--- src/wsp_pkg.sv ---
// Shared types and constants for the WAV stream parser.
package wsp_pkg;

   localparam logic [1:0] KIND_SAMPLE = 2'd0;
   localparam logic [1:0] KIND_FORMAT = 2'd1;
   localparam logic [1:0] KIND_FINISH = 2'd2;
   localparam logic [1:0] KIND_ERROR  = 2'd3;

   localparam logic [2:0] ERR_SHORT_HDR   = 3'd1;
   localparam logic [2:0] ERR_NOT_WAV     = 3'd2;
   localparam logic [2:0] ERR_SHORT_FMT   = 3'd3;
   localparam logic [2:0] ERR_MALFORMED   = 3'd4;
   localparam logic [2:0] ERR_UNSUPPORTED = 3'd5;
   localparam logic [2:0] ERR_SHORT_DATA  = 3'd6;

   localparam logic [31:0] TAG_RIFF = 32'h5249_4646;
   localparam logic [31:0] TAG_WAVE = 32'h5741_5645;
   localparam logic [31:0] TAG_FMT  = 32'h666D_7420;
   localparam logic [31:0] TAG_DATA = 32'h6461_7461;

   typedef struct packed {
      logic [1:0]  result_kind;
      logic [31:0] sample_bits;
      logic [15:0] channel_index;
      logic [30:0] frame_index;
      logic [15:0] channel_count;
      logic [31:0] rate_hz;
      logic [30:0] frame_count;
      logic        is_float;
      logic [2:0]  error_code;
      logic        last;
   } rsp_type;

   typedef struct packed {
      logic accept;
      logic div_start;
      logic finish_div;
      logic load_pend;
   } cmd_type;

   typedef struct packed {
      logic       out_free;
      logic       need_div;
      logic [1:0] byte_cnt;
      logic [1:0] fin_cnt;
      logic       div_busy;
   } status_type;

endpackage

--- src/wsp_req_if.sv ---
// Input byte channel.
interface wsp_req_if;
   logic       valid;
   logic       ready;
   logic [7:0] data_byte;
   logic       end_of_file;

   modport source (output valid, output data_byte, output end_of_file, input ready);
   modport sink (input valid, input data_byte, input end_of_file, output ready);
endinterface

--- src/wsp_rsp_if.sv ---
// Result channel.
interface wsp_rsp_if;
   logic        valid;
   logic        ready;
   logic [1:0]  result_kind;
   logic [31:0] sample_bits;
   logic [15:0] channel_index;
   logic [30:0] frame_index;
   logic [15:0] channel_count;
   logic [31:0] rate_hz;
   logic [30:0] frame_count;
   logic        is_float;
   logic [2:0]  error_code;
   logic        last;

   modport source (output valid, output result_kind, output sample_bits,
                   output channel_index, output frame_index, output channel_count,
                   output rate_hz, output frame_count, output is_float,
                   output error_code, output last, input ready);
   modport sink (input valid, input result_kind, input sample_bits,
                 input channel_index, input frame_index, input channel_count,
                 input rate_hz, input frame_count, input is_float,
                 input error_code, input last, output ready);
endinterface

--- src/wsp_div.sv ---
// Iterative restoring divider, one quotient bit per cycle.
module wsp_div (
   input  logic        clock,
   input  logic        reset,
   input  logic        start,
   input  logic [31:0] dividend,
   input  logic [15:0] divisor,
   output logic        busy,
   output logic [31:0] quotient,
   output logic [15:0] remainder
);

   logic [5:0]  count_ff, count_in;
   logic [31:0] quo_ff, quo_in;
   logic [15:0] rem_ff, rem_in;
   logic [15:0] dvs_ff, dvs_in;
   logic [16:0] trial;

   always_comb begin
      count_in = count_ff;
      quo_in   = quo_ff;
      rem_in   = rem_ff;
      dvs_in   = dvs_ff;
      trial    = {rem_ff, quo_ff[31]};
      if (start) begin
         count_in = 6'd32;
         quo_in   = dividend;
         rem_in   = '0;
         dvs_in   = divisor;
      end else if (count_ff != 6'd0) begin
         count_in = count_ff - 6'd1;
         if (trial >= {1'b0, dvs_ff}) begin
            rem_in = 16'(trial - {1'b0, dvs_ff});
            quo_in = {quo_ff[30:0], 1'b1};
         end else begin
            rem_in = trial[15:0];
            quo_in = {quo_ff[30:0], 1'b0};
         end
      end
   end

   always_ff @(posedge clock) begin
      if (reset) begin
         count_ff <= '0;
      end else begin
         count_ff <= count_in;
      end
      quo_ff <= quo_in;
      rem_ff <= rem_in;
      dvs_ff <= dvs_in;
   end

   assign busy      = (count_ff != 6'd0);
   assign quotient  = quo_ff;
   assign remainder = rem_ff;

endmodule

--- src/wsp_dp.sv ---
// Parser datapath: parse state, sample conversion, frame-count divide, result slot.
module wsp_dp (
   input  logic                clock,
   input  logic                reset,
   input  logic [7:0]          req_data_byte,
   input  logic                req_end_of_file,
   input  logic                rsp_ready,
   input  wsp_pkg::cmd_type    cmd,
   output wsp_pkg::status_type status,
   output logic                rsp_valid,
   output wsp_pkg::rsp_type    rsp_data
);

   typedef enum logic [2:0] {
      PH_HDR, PH_HDR_BAD, PH_CHUNK, PH_FMT, PH_SKIP, PH_DATA, PH_DONE
   } phase_type;

   phase_type   phase_ff, phase_in;
   logic [4:0]  bc_ff, bc_in;
   logic [31:0] tag_ff, tag_in;
   logic [31:0] clen_ff, clen_in;
   logic [15:0] fmt_ff, fmt_in;
   logic [15:0] chs_ff, chs_in;
   logic [31:0] rate_ff, rate_in;
   logic [15:0] bits_ff, bits_in;
   logic        found_ff, found_in;
   logic [31:0] dleft_ff, dleft_in;
   logic [31:0] samp_ff, samp_in;
   logic [15:0] chc_ff, chc_in;
   logic [30:0] frc_ff, frc_in;

   wsp_pkg::rsp_type res_a, res_b, fin_a, fin_b, pend_ff, out_ff;
   logic        out_valid_ff;
   logic [1:0]  byte_cnt, fin_cnt;
   logic        need_div;
   logic        pcm_ok, flt_ok;
   logic [31:0] div_dividend, div_quo;
   logic [15:0] div_rem;
   logic        div_busy;
   logic [31:0] lq, clen_fin;
   logic [15:0] chc_p1;
   logic        out_free;

   function automatic logic [31:0] pcm_to_float(input logic [15:0] raw);
      logic [15:0] mag;
      logic [3:0]  e;
      logic [38:0] sh;
      logic [31:0] res;
      mag = raw[15] ? (16'h0000 - raw) : raw;
      e = '0;
      for (int i = 1; i < 16; i++) begin
         if (mag[i]) e = 4'(i);
      end
      sh = {23'b0, mag} << (5'd23 - {1'b0, e});
      if (mag == 16'h0000) res = '0;
      else res = {raw[15], 8'({4'b0, e} + 8'd112), sh[22:0]};
      return res;
   endfunction

   function automatic wsp_pkg::rsp_type mk_err(input logic [2:0] code);
      wsp_pkg::rsp_type r;
      r = '0;
      r.result_kind = wsp_pkg::KIND_ERROR;
      r.error_code  = code;
      return r;
   endfunction

   function automatic wsp_pkg::rsp_type mk_finish();
      wsp_pkg::rsp_type r;
      r = '0;
      r.result_kind = wsp_pkg::KIND_FINISH;
      return r;
   endfunction

   assign pcm_ok = (fmt_ff == 16'd1) && (bits_ff == 16'd16);
   assign flt_ok = (fmt_ff == 16'd3) && (bits_ff == 16'd32);
   assign chc_p1 = chc_ff + 16'd1;

   // byte or end-of-file beat
   always_comb begin
      phase_in = phase_ff; bc_in = bc_ff; tag_in = tag_ff; clen_in = clen_ff;
      fmt_in = fmt_ff; chs_in = chs_ff; rate_in = rate_ff; bits_in = bits_ff;
      found_in = found_ff; dleft_in = dleft_ff; samp_in = samp_ff;
      chc_in = chc_ff; frc_in = frc_ff;
      res_a = '0; res_b = '0; byte_cnt = 2'd0; need_div = 1'b0;
      if (req_end_of_file) begin
         byte_cnt = 2'd1;
         case (phase_ff)
            PH_HDR, PH_HDR_BAD: res_a = mk_err(wsp_pkg::ERR_SHORT_HDR);
            PH_FMT:             res_a = mk_err(wsp_pkg::ERR_SHORT_FMT);
            PH_CHUNK, PH_SKIP:  res_a = mk_err(wsp_pkg::ERR_MALFORMED);
            PH_DATA:            res_a = mk_err(wsp_pkg::ERR_SHORT_DATA);
            default:            byte_cnt = 2'd0;
         endcase
         phase_in = PH_HDR; bc_in = '0; tag_in = '0; clen_in = '0;
         fmt_in = '0; chs_in = '0; rate_in = '0; bits_in = '0;
         found_in = 1'b0; dleft_in = '0; samp_in = '0; chc_in = '0; frc_in = '0;
      end else begin
         case (phase_ff)
            PH_HDR, PH_HDR_BAD: begin
               tag_in = {tag_ff[23:0], req_data_byte};
               bc_in  = bc_ff + 5'd1;
               if (bc_in == 5'd4 && tag_in != wsp_pkg::TAG_RIFF) phase_in = PH_HDR_BAD;
               if (bc_in == 5'd12) begin
                  bc_in = '0;
                  if (phase_in == PH_HDR_BAD || tag_in != wsp_pkg::TAG_WAVE) begin
                     res_a = mk_err(wsp_pkg::ERR_NOT_WAV);
                     byte_cnt = 2'd1;
                     phase_in = PH_DONE;
                  end else begin
                     phase_in = PH_CHUNK;
                  end
               end
            end
            PH_CHUNK: begin
               if (bc_ff < 5'd4) tag_in = {tag_ff[23:0], req_data_byte};
               else clen_in = {req_data_byte, clen_ff[31:8]};
               bc_in = bc_ff + 5'd1;
               if (bc_in == 5'd8) begin
                  bc_in = '0;
                  if (tag_in == wsp_pkg::TAG_FMT) begin
                     phase_in = PH_FMT;
                  end else if (tag_in == wsp_pkg::TAG_DATA) begin
                     if (!found_ff) begin
                        res_a = mk_err(wsp_pkg::ERR_MALFORMED);
                        byte_cnt = 2'd1;
                        phase_in = PH_DONE;
                     end else if ((!pcm_ok && !flt_ok) || chs_ff == 16'd0) begin
                        res_a = mk_err(wsp_pkg::ERR_UNSUPPORTED);
                        byte_cnt = 2'd1;
                        phase_in = PH_DONE;
                     end else begin
                        need_div = 1'b1;
                     end
                  end else if (clen_in != 32'd0) begin
                     phase_in = PH_SKIP;
                  end
               end
            end
            PH_FMT: begin
               if (bc_ff < 5'd2) fmt_in = {req_data_byte, fmt_ff[15:8]};
               else if (bc_ff < 5'd4) chs_in = {req_data_byte, chs_ff[15:8]};
               else if (bc_ff < 5'd8) rate_in = {req_data_byte, rate_ff[31:8]};
               else if (bc_ff >= 5'd14) bits_in = {req_data_byte, bits_ff[15:8]};
               bc_in = bc_ff + 5'd1;
               if (bc_in == 5'd16) begin
                  bc_in = '0;
                  found_in = 1'b1;
                  if (clen_ff > 32'd16) begin
                     clen_in  = clen_ff - 32'd16;
                     phase_in = PH_SKIP;
                  end else begin
                     phase_in = PH_CHUNK;
                  end
               end
            end
            PH_SKIP: begin
               if (clen_ff != 32'd0) clen_in = clen_ff - 32'd1;
               if (clen_in == 32'd0) begin
                  bc_in = '0;
                  phase_in = PH_CHUNK;
               end
            end
            PH_DATA: begin
               if (clen_ff != 32'd0) begin
                  clen_in = clen_ff - 32'd1;
                  samp_in = {req_data_byte, samp_ff[31:8]};
                  bc_in   = bc_ff + 5'd1;
                  if (bc_in == ((bits_ff == 16'd16) ? 5'd2 : 5'd4)) begin
                     bc_in = '0;
                     res_a.result_kind   = wsp_pkg::KIND_SAMPLE;
                     res_a.sample_bits   = (bits_ff == 16'd16) ?
                                           pcm_to_float(samp_in[31:16]) : samp_in;
                     res_a.channel_index = chc_ff;
                     res_a.frame_index   = frc_ff;
                     byte_cnt = 2'd1;
                     if (chc_p1 >= chs_ff) begin
                        chc_in = '0;
                        frc_in = frc_ff + 31'd1;
                     end else begin
                        chc_in = chc_p1;
                     end
                  end
               end
               if (dleft_ff != 32'd0) dleft_in = dleft_ff - 32'd1;
               if (dleft_in == 32'd0) begin
                  phase_in = PH_DONE;
                  if (byte_cnt == 2'd1) begin
                     res_b = mk_finish();
                     byte_cnt = 2'd2;
                  end else begin
                     res_a = mk_finish();
                     byte_cnt = 2'd1;
                  end
               end
            end
            default: ;
         endcase
      end
      res_a.last = (byte_cnt == 2'd1);
      res_b.last = 1'b1;
   end

   // frame count from the data chunk size
   assign div_dividend = (fmt_ff == 16'd1) ? {1'b0, clen_in[31:1]} : {2'b0, clen_in[31:2]};

   wsp_div u_div (
      .clock     (clock),
      .reset     (reset),
      .start     (cmd.div_start),
      .dividend  (div_dividend),
      .divisor   (chs_ff),
      .busy      (div_busy),
      .quotient  (div_quo),
      .remainder (div_rem)
   );

   always_comb begin
      lq = (fmt_ff == 16'd1) ? {1'b0, clen_ff[31:1]} : {2'b0, clen_ff[31:2]};
      clen_fin = (fmt_ff == 16'd1) ? ((lq - {16'b0, div_rem}) << 1)
                                   : ((lq - {16'b0, div_rem}) << 2);
      fin_cnt = (clen_ff == 32'd0) ? 2'd2 : 2'd1;
      fin_a = '0;
      fin_a.result_kind   = wsp_pkg::KIND_FORMAT;
      fin_a.channel_count = chs_ff;
      fin_a.rate_hz       = rate_ff;
      fin_a.frame_count   = div_quo[30:0];
      fin_a.is_float      = flt_ok;
      fin_a.last          = (fin_cnt == 2'd1);
      fin_b      = mk_finish();
      fin_b.last = 1'b1;
   end

   assign out_free = !out_valid_ff || rsp_ready;

   always_ff @(posedge clock) begin
      if (reset) begin
         phase_ff <= PH_HDR; bc_ff <= '0; tag_ff <= '0; clen_ff <= '0;
         fmt_ff <= '0; chs_ff <= '0; rate_ff <= '0; bits_ff <= '0;
         found_ff <= 1'b0; dleft_ff <= '0; samp_ff <= '0; chc_ff <= '0; frc_ff <= '0;
         out_valid_ff <= 1'b0;
      end else begin
         if (cmd.accept) begin
            phase_ff <= phase_in; bc_ff <= bc_in; tag_ff <= tag_in; clen_ff <= clen_in;
            fmt_ff <= fmt_in; chs_ff <= chs_in; rate_ff <= rate_in; bits_ff <= bits_in;
            found_ff <= found_in; dleft_ff <= dleft_in; samp_ff <= samp_in;
            chc_ff <= chc_in; frc_ff <= frc_in;
         end else if (cmd.finish_div) begin
            dleft_ff <= clen_ff;
            clen_ff  <= clen_fin;
            bc_ff <= '0; samp_ff <= '0; chc_ff <= '0; frc_ff <= '0;
            phase_ff <= (clen_ff == 32'd0) ? PH_DONE : PH_DATA;
         end
         if ((cmd.accept && byte_cnt != 2'd0) || cmd.finish_div || cmd.load_pend) begin
            out_valid_ff <= 1'b1;
         end else if (rsp_ready) begin
            out_valid_ff <= 1'b0;
         end
      end
      if (cmd.load_pend) begin
         out_ff <= pend_ff;
      end else if (cmd.accept && byte_cnt != 2'd0) begin
         out_ff  <= res_a;
         pend_ff <= res_b;
      end else if (cmd.finish_div) begin
         out_ff  <= fin_a;
         pend_ff <= fin_b;
      end
   end

   assign status.out_free = out_free;
   assign status.need_div = need_div;
   assign status.byte_cnt = byte_cnt;
   assign status.fin_cnt  = fin_cnt;
   assign status.div_busy = div_busy;
   assign rsp_valid = out_valid_ff;
   assign rsp_data  = out_ff;

endmodule

--- src/wsp_ctrl.sv ---
// Sequencer: byte acceptance, frame-count divide wait, second result beat.
module wsp_ctrl (
   input  logic                clock,
   input  logic                reset,
   input  logic                req_valid,
   input  wsp_pkg::status_type status,
   output logic                req_ready,
   output wsp_pkg::cmd_type    cmd
);

   typedef enum logic [1:0] {S_RUN, S_DIV, S_HOLD} state_type;

   state_type state_ff;

   always_comb begin
      cmd = '0;
      req_ready = (state_ff == S_RUN) && status.out_free;
      case (state_ff)
         S_RUN: begin
            cmd.accept    = req_valid && req_ready;
            cmd.div_start = cmd.accept && status.need_div;
         end
         S_DIV:  cmd.finish_div = !status.div_busy && status.out_free;
         S_HOLD: cmd.load_pend  = status.out_free;
         default: ;
      endcase
   end

   always_ff @(posedge clock) begin
      if (reset) begin
         state_ff <= S_RUN;
      end else begin
         case (state_ff)
            S_RUN: begin
               if (cmd.div_start) state_ff <= S_DIV;
               else if (cmd.accept && status.byte_cnt == 2'd2) state_ff <= S_HOLD;
            end
            S_DIV: begin
               if (cmd.finish_div) state_ff <= (status.fin_cnt == 2'd2) ? S_HOLD : S_RUN;
            end
            S_HOLD: begin
               if (cmd.load_pend) state_ff <= S_RUN;
            end
            default: state_ff <= S_RUN;
         endcase
      end
   end

endmodule

--- src/wav_stream_parser.sv ---
// WAV stream parser top level.
// Takes a WAV file one byte per beat, checks the RIFF/WAVE header, walks the
// chunks and, at the data chunk, emits a format beat followed by one beat per
// sample (IEEE single bits, interleaved order) and a final status beat. Samples
// are provisional until that status arrives. A byte is taken every cycle while
// the result slot is free; a byte that yields two results holds off input
// until the second beat is in the slot. The data chunk header stalls input
// until a 32-step divider has the frame count, longer while the slot is held.
module wav_stream_parser (
   input  logic clock,
   input  logic reset,
   wsp_req_if.sink   req_bus,
   wsp_rsp_if.source rsp_bus
);

   wsp_pkg::cmd_type    cmd;
   wsp_pkg::status_type status;
   wsp_pkg::rsp_type    rsp_data;

   wsp_ctrl u_ctrl (
      .clock     (clock),
      .reset     (reset),
      .req_valid (req_bus.valid),
      .status    (status),
      .req_ready (req_bus.ready),
      .cmd       (cmd)
   );

   wsp_dp u_dp (
      .clock           (clock),
      .reset           (reset),
      .req_data_byte   (req_bus.data_byte),
      .req_end_of_file (req_bus.end_of_file),
      .rsp_ready       (rsp_bus.ready),
      .cmd             (cmd),
      .status          (status),
      .rsp_valid       (rsp_bus.valid),
      .rsp_data        (rsp_data)
   );

   assign rsp_bus.result_kind   = rsp_data.result_kind;
   assign rsp_bus.sample_bits   = rsp_data.sample_bits;
   assign rsp_bus.channel_index = rsp_data.channel_index;
   assign rsp_bus.frame_index   = rsp_data.frame_index;
   assign rsp_bus.channel_count = rsp_data.channel_count;
   assign rsp_bus.rate_hz       = rsp_data.rate_hz;
   assign rsp_bus.frame_count   = rsp_data.frame_count;
   assign rsp_bus.is_float      = rsp_data.is_float;
   assign rsp_bus.error_code    = rsp_data.error_code;
   assign rsp_bus.last          = rsp_data.last;

endmodule

--- src/flat_wrapper.sv ---
// flat-port wrapper written by rule: the top's interface ports become plain ports
module wav_stream_parser_flat 
  (clock, reset, req_bus_valid, req_bus_data_byte, req_bus_end_of_file, req_bus_ready, rsp_bus_valid, rsp_bus_result_kind, rsp_bus_sample_bits, rsp_bus_channel_index, rsp_bus_frame_index, rsp_bus_channel_count, rsp_bus_rate_hz, rsp_bus_frame_count, rsp_bus_is_float, rsp_bus_error_code, rsp_bus_last, rsp_bus_ready);
  wsp_req_if req_bus_i ();
  wsp_rsp_if rsp_bus_i ();
  input  logic clock;
  input  logic reset;
  input wire logic [$bits(req_bus_i.valid)-1:0] req_bus_valid;
  input wire logic [$bits(req_bus_i.data_byte)-1:0] req_bus_data_byte;
  input wire logic [$bits(req_bus_i.end_of_file)-1:0] req_bus_end_of_file;
  output wire logic [$bits(req_bus_i.ready)-1:0] req_bus_ready;
  output wire logic [$bits(rsp_bus_i.valid)-1:0] rsp_bus_valid;
  output wire logic [$bits(rsp_bus_i.result_kind)-1:0] rsp_bus_result_kind;
  output wire logic [$bits(rsp_bus_i.sample_bits)-1:0] rsp_bus_sample_bits;
  output wire logic [$bits(rsp_bus_i.channel_index)-1:0] rsp_bus_channel_index;
  output wire logic [$bits(rsp_bus_i.frame_index)-1:0] rsp_bus_frame_index;
  output wire logic [$bits(rsp_bus_i.channel_count)-1:0] rsp_bus_channel_count;
  output wire logic [$bits(rsp_bus_i.rate_hz)-1:0] rsp_bus_rate_hz;
  output wire logic [$bits(rsp_bus_i.frame_count)-1:0] rsp_bus_frame_count;
  output wire logic [$bits(rsp_bus_i.is_float)-1:0] rsp_bus_is_float;
  output wire logic [$bits(rsp_bus_i.error_code)-1:0] rsp_bus_error_code;
  output wire logic [$bits(rsp_bus_i.last)-1:0] rsp_bus_last;
  input wire logic [$bits(rsp_bus_i.ready)-1:0] rsp_bus_ready;
  assign req_bus_i.valid = req_bus_valid;
  assign req_bus_i.data_byte = req_bus_data_byte;
  assign req_bus_i.end_of_file = req_bus_end_of_file;
  assign req_bus_ready = req_bus_i.ready;
  assign rsp_bus_valid = rsp_bus_i.valid;
  assign rsp_bus_result_kind = rsp_bus_i.result_kind;
  assign rsp_bus_sample_bits = rsp_bus_i.sample_bits;
  assign rsp_bus_channel_index = rsp_bus_i.channel_index;
  assign rsp_bus_frame_index = rsp_bus_i.frame_index;
  assign rsp_bus_channel_count = rsp_bus_i.channel_count;
  assign rsp_bus_rate_hz = rsp_bus_i.rate_hz;
  assign rsp_bus_frame_count = rsp_bus_i.frame_count;
  assign rsp_bus_is_float = rsp_bus_i.is_float;
  assign rsp_bus_error_code = rsp_bus_i.error_code;
  assign rsp_bus_last = rsp_bus_i.last;
  assign rsp_bus_i.ready = rsp_bus_ready;
  wav_stream_parser u_core (.clock(clock), .reset(reset), .req_bus(req_bus_i), .rsp_bus(rsp_bus_i));
endmodule
--- config.mk ---
export PLATFORM = sky130hd
export DESIGN_NAME = wav_stream_parser_flat
export DESIGN_NICKNAME = d
export VERILOG_FILES = /design/src/wsp_pkg.sv /design/src/wsp_req_if.sv /design/src/wsp_rsp_if.sv /design/src/wsp_div.sv /design/src/wsp_dp.sv /design/src/wsp_ctrl.sv /design/src/wav_stream_parser.sv /design/src/flat_wrapper.sv
export SDC_FILE = /design/constraint.sdc
export NUM_CORES = 1
export LEC_CHECK = 0
export BUFFER_PORTS_ARGS = -buffer_cell sky130_fd_sc_hd__clkbuf_2
export CORE_UTILIZATION = 55
export CTS_CLUSTER_DIAMETER = 150
export DETAILED_ROUTE_END_ITERATION = 12
export PLACE_DENSITY = 0.73
export SETUP_SLACK_MARGIN = 0.2
export SYNTH_ARGS = -nofsm -noshare
export SYNTH_HDL_FRONTEND = slang
export SYNTH_SLANG_ARGS = --single-unit
export TNS_END_PERCENT = 50
--- constraint.sdc ---
create_clock -name clock -period 21.1 [get_ports clock]
set_clock_uncertainty 0.1 [all_clocks]
set_input_delay 1.055 -clock clock [delete_from_list [all_inputs] [get_ports clock]]
set_output_delay 1.055 -clock clock [all_outputs]
set_load 0.005 [all_outputs]
# Word-level counts from Yosys, hierarchy flattened
# Index checks and enable logic that the tools add are counted.
# totals
register_bits	666
inputBits	13
output_inout_bits	167
elab_cells	353
# op_classes
addsub	12
magnitude_cmp	7
eq_ne	46
n_shift	1
muxes	184
bitwise_logic	1
n_reduce_logical	62
# op_table
cell	n
$mux W165	19
$mux W32	37
$pmux W165 S4	1
$pmux W165 S3	1
$mux W16	22
$mux W31	9
$mux W79	2
$pmux W32 S4	1
$logic_not A32 Y1	3
$reduce_bool A32 Y1	3
$mux W4	18
$eq A32 B31 Y1 const B	2
$ne A32 B31 Y1 const B	2
$pmux W32 S2	1
$sub A32 B1 Y32 const B	2
$mux W3	19
$mux W5	9
$gt A32 B5 Y1 const B	1
$logic_not A16 Y1	2
$sub A32 B5 Y32 const B	1
$add A31 B1 Y31 const B	1
$sub A31 B16 Y31	1
$mux W1	26
$mux W2	13
other kinds (54)	117

# Depth between registers and ports, before layout
# logic_depth
depth_word	33
ltp_mapped	21
ltp_nobuf	18

# Hierarchy
# Synthesis repeated with hierarchy kept, for this count alone.
# unflattened
cells_unflattened	3311
area_unflattened_um2	28646.2
# by_module_without_submodules
mod	n_inst	cells_per_inst	area_each_um2	seq_area_each_um2
wsp_dp	1	2955	24757.5	10129.7
wsp_div	1	339	3741.1	1881.8
wsp_ctrl	1	17	147.6	40.0

# Least setup slack after synthesis
# Ideal clock, no wire load.
# synth_timing
path_kind	register -> register
startpoint	reg u_core.u_dp.dleft_ff[0]
endpoint	reg u_core.u_dp.out_ff (netlist bit u_core.u_dp.rsp_data[0]) (enable)
setup_time_ns	1.360
arrival_time_ns	6.988
t_required_ns	19.640
slack_ns	12.652
stages_incl_launch_ff	22
path_buffers	4
period_less_slack_ns	8.448
cell_sequence	dfxtp_1 > inv_1 > ha_1 > or3b_2 > clkbuf_1 > or4_1 > clkbuf_1 > nor4_1 > buf_2 > nor3_1 > xnor2_1 > nand4_1 > nor3_1 > ha_1 > nand2_1 > o22ai_1 > a21oi_1 > a21o_1 > inv_1 > nor2_1 > clkbuf_1 > nand2_1
# synth_via
elab_chain_len	11
word_cells_on_any_way	12
classes_between	1 x add/sub; 6 x mux; 5 x reduce/logical
# synth_lines
element	line_no	text
start, declared	wsp_dp.sv:27	logic [31:0] dleft_ff, dleft_in;
start signal, assigned	wsp_dp.sv:246	found_ff <= found_in; dleft_ff <= dleft_in; samp_ff <= samp_in;
start signal, assigned	wsp_dp.sv:249	dleft_ff <= clen_ff;
$sub A32 B1 Y32 or $reduce_bool A32 Y1 (tied branches)	wsp_dp.sv:185	if (dleft_ff != 32'd0) dleft_in = dleft_ff - 32'd1;
$mux W32 *	wsp_dp.sv:185	
$mux W32 *	wsp_dp.sv:99	case (phase_ff)
$mux W32 *	wsp_dp.sv:86	if (req_end_of_file) begin
$logic_not A32 Y1 *	wsp_dp.sv:186	if (dleft_in == 32'd0) begin
$mux W2 *	wsp_dp.sv:186	
$pmux W2 S3 *	wsp_dp.sv:99	
$mux W2 *	wsp_dp.sv:86	
$reduce_bool A2 Y1 *	wsp_dp.sv:262	end else if (cmd.accept && byte_cnt != 2'd0) begin
$logic_and A1 B1 Y1 *	wsp_dp.sv:262	
$reduce_bool A3 Y1 (no source line) *	-	
end signal, assigned	wsp_dp.sv:261	out_ff <= pend_ff;
end signal, assigned	wsp_dp.sv:263	out_ff <= res_a;
end signal, assigned	wsp_dp.sv:266	out_ff <= fin_a;
end, declared	wsp_dp.sv:32	wsp_pkg::rsp_type res_a, res_b, fin_a, fin_b, pend_ff, out_ff;
# Every way passes the cells marked *; elsewhere a longest branch is shown, timed or not. The select of a mux whose other input is x is not followed.
# A chain may end at the register's enable or synchronous reset.

# Final worst setup path
# layout_timing
startpoint	reg u_core.u_dp.dleft_ff[0]
endpoint	reg u_core.u_dp.out_ff (netlist bit u_core.u_dp.rsp_data[147]) (enable)
# Same word-level chain as after synthesis.

==> impl_results.md <==
- # IOs: 180
- Global Route Usage Sum: 34.16%
- Share of cells above drive strength 1: 11.57%
- VDD IR max: 0.06842 mV
- Worst path max stage delay: 0.98 ns
- Port Buf Inserts: 179
- Setup repair bufs after CTS: 0
- # hold bufs at CTS: 0
- Combinational fraction of design power: 30.2%
- Final setup viols: 0
- Syn_area_per_cell: 8.431 um^2
- Crit path time final: 8.174 ns
- Most common cell after layout, fill and taps aside: nor2_1
- Stages on the worst setup path: 18
- Setup WS post-layout: 12.93 ns
- Cell variety after synth: 95
- Worst setup SP type: flip-flop
- CP required: 21.22 ns
- Initial Util: 55.76%
- Post-DR wirelength/cell: 22.37 um
- Filler cells: 4506
- CTS max path bufs: 3
- Synth Flop Type: dfxtp_1
- Internal: 1963 uW
- Worst min path class: reg -> reg
- Rows: 83
- H-tree levels: 2
- Post-route ant nets: 0
- Synthesis-to-layout area growth: 10.35%
- First-pass GRT wire length: 144.1 mm
- Total CTS buffers: 52
- Max layer used: met5
- Synthesized instance count: 3400
- RSZ-0062 raised after global routing: no
- WL final: 92.73 mm
- Crit. End Element: flip-flop
- Final max-slew violation count: 0
- DP Worst Slack: 12.97 ns
- M1 WL: 39.59 mm
- Delay-heaviest family, CP: simple AND/OR/NAND/NOR gates
- Worst Path Buf+Inv: 3
- Routability cong.: 1.005
- Largest net degree at the start of global routing: 89
- Outcome: completed
- Crit Path Category: reg -> reg
- WP data arrival: 8.29 ns
- Ys Warns: 0
- Net Sw Frac: 35.19%
- Final Hold Viols: 0
- Crit path cell chain: inv_1 > ha_1 > or3b_2 > or4_1 > nor4_1 > xor2_1 > nor3_1 > nand4_1 > nor3_1 > ha_1 > nand2_1 > o22ai_1 > a21oi_1 > a21o_1 > inv_1 > nor2_4 > nand2_4 > buf_4
- Vias per cell: 6.572
- Clk pin slew, worst setup/hold paths: 0.06 ns
- Maxcap violations: 0
- Most frequent cells in the layout: 433 x nor2_1, 303 x nand2_1, 281 x dfxtp_1
- Worst slew pin tran: 1.211 ns
- Die area: 0.05304 mm^2
- Die height: 230.3 um
- Setup TNS: 0 ns
- Area of the core: 0.05141 mm^2
- Die W: 230.3 um
- DR vias: 27248
- Reg power frac: 39.0%
- Fin nets: 3500
- Cell Area, Synth: 0.02866 mm^2
- CTS root buf: clkbuf_16
- Peak Freq: 0.1223 GHz
- Sequential area share after synthesis: 42.04%
- Async SR Flop Fraction: 0%
- Pleak: 0.01163 uW
- Tcrit/Tclk final: 38.74%
- DRT Pass-1 Iters: 6
- Crit Path Max Fanout: 88
- Worst-Skew Late Latency: 0.63 ns
- Clk network pwr share: 30.8%
- DRC: 0
- Clock Sinks: 495
- Number of flops mapped to enable cells by yosys: 214
- Resized cells post-CTS: 0
- Ant diodes: 0
- Psw: 1066 uW
- Net Count, Synth: 3478
- Hold depth: 2
- CTS tree: yes
- Synth Register Bits: 495
- Vias in the first global route: 25459
- Gr ovfl total: 0
- Initial drt markers: 3244
- Reg2reg path depth: 18
- Power Density: 95.75 mW/mm^2
- Met3 Wirelength: 7.949 mm
- Initial antenna violation count: 1
- Slew headroom: 19.24%
- Dpl hpwl: 64.15 mm
- Met2 WL post-DR: 41.73 mm
- CP max stage cell: nor2_4
==> registers in the layout, indices dropped and copies added, names as in the netlist, 24 cells and up <==
register                    flops
u_core.u_dp.clen_ff            32
u_core.u_dp.dleft_ff           32
u_core.u_dp.frc_ff             31
u_core.u_dp.rate_ff            32
u_core.u_dp.rsp_data          165
u_core.u_dp.samp_ff            24
u_core.u_dp.tag_ff             32
u_core.u_dp.u_div.quotient     32
==> through the flow <==
stage               cells  hold WS (ns)  utilization, %  cell area, um^2  total power, uW
floorplan            3400        0.3274               -            28670             1828
global placement     4048        0.3360           58.15            29890             2064
detailed placement   4048        0.3412           58.15            29890             2086
CTS                  4146        0.3500           61.53            31630             3016
global route         4146        0.3777           61.54            31630             3171
finish               4146        0.3496           61.54            31630             3029
==> cell type report <==
cell class | instances | area [um^2] | share of cell area, %
clock buffer | 70 | 1476 | 4.667
clock inverter | 28 | 257.7 | 0.8148
inverter | 106 | 397.9 | 1.258
multi-input combinational | 2529 | 15250 | 48.22
sequential | 495 | 12050 | 38.10
tap | 680 | 850.8 | 2.690
timing repair buffer | 238 | 1345 | 4.252
==> cell usage after synthesis, types with 59 or more instances <==
library cell  number  area share, %
nor3_1           143            2.5
nor2_1           438            5.7
a211oi_1          66            1.7
a22oi_1          135            3.5
ha_1              63            2.7
xor2_1            59            1.8
a21oi_1          222            3.9
dfxtp_1          281             20
nand3_1          100            1.7
inv_1            104            1.4
o21ai_0          135            2.4
edfxtp_1         214             22
nand2_1          305            4.0
clkbuf_1         239            3.1
and2_1           124            2.7
==> cell families after synthesis <==
logic type,count (synthesis),synth area share [%]
xor+xnor,117,3.601
compound gates,891,20.85
flops,495,42.04
mux,40,1.488
fa+ha+maj,66,2.925
simple gates,1415,23.99
buf+inv,376,5.103
==> final timing paths <==
| path | startpoint | endpoint | slack [ns] |
|---|---|---|---|
| max | u_core.u_dp.dleft_ff[0] | u_core.u_dp.rsp_data[147] | 12.93 |
| min reg2reg | u_core.u_dp.samp_ff[11] | u_core.u_dp.samp_ff[11] | 0.35 |
| min | u_core.u_dp.samp_ff[11] | u_core.u_dp.samp_ff[11] | 0.35 |
| max reg2reg | u_core.u_dp.dleft_ff[0] | u_core.u_dp.rsp_data[147] | 12.93 |
==> worst register-to-register path, cell delays in order (launching register included) <==
cell,delay (ns)
dfxtp_1,0.37
inv_1,0.08
ha_1,0.20
or3b_2,0.55
or4_1,0.69
nor4_1,0.50
xor2_1,0.13
nor3_1,0.22
nand4_1,0.17
nor3_1,0.64
ha_1,0.37
nand2_1,0.07
o22ai_1,0.10
a21oi_1,0.29
a21o_1,0.27
inv_1,0.38
nor2_4,0.99
nand2_4,0.85
buf_4,0.73
==> power groups by stage <==
stage / sequential [uW] / clock, uW / combinational, uW
after floorplan: 1170 / 0 / 655
after global placement: 1200 / 0 / 867
after detailed placement: 1200 / 0 / 886
after CTS: 1180 / 942 / 894
after global routing: 1190 / 981 / 1000
final: 1180 / 931 / 916
==> metal layers <==
metal / vias up / global-route usage, %
met5: - / 0
met2: 1389 / 53.18
met1: 13135 / 47.52
met4: 2 / 13.02
li1: 12492 / -
met3: 230 / 5.618
Power figures use the tool's default switching activity.
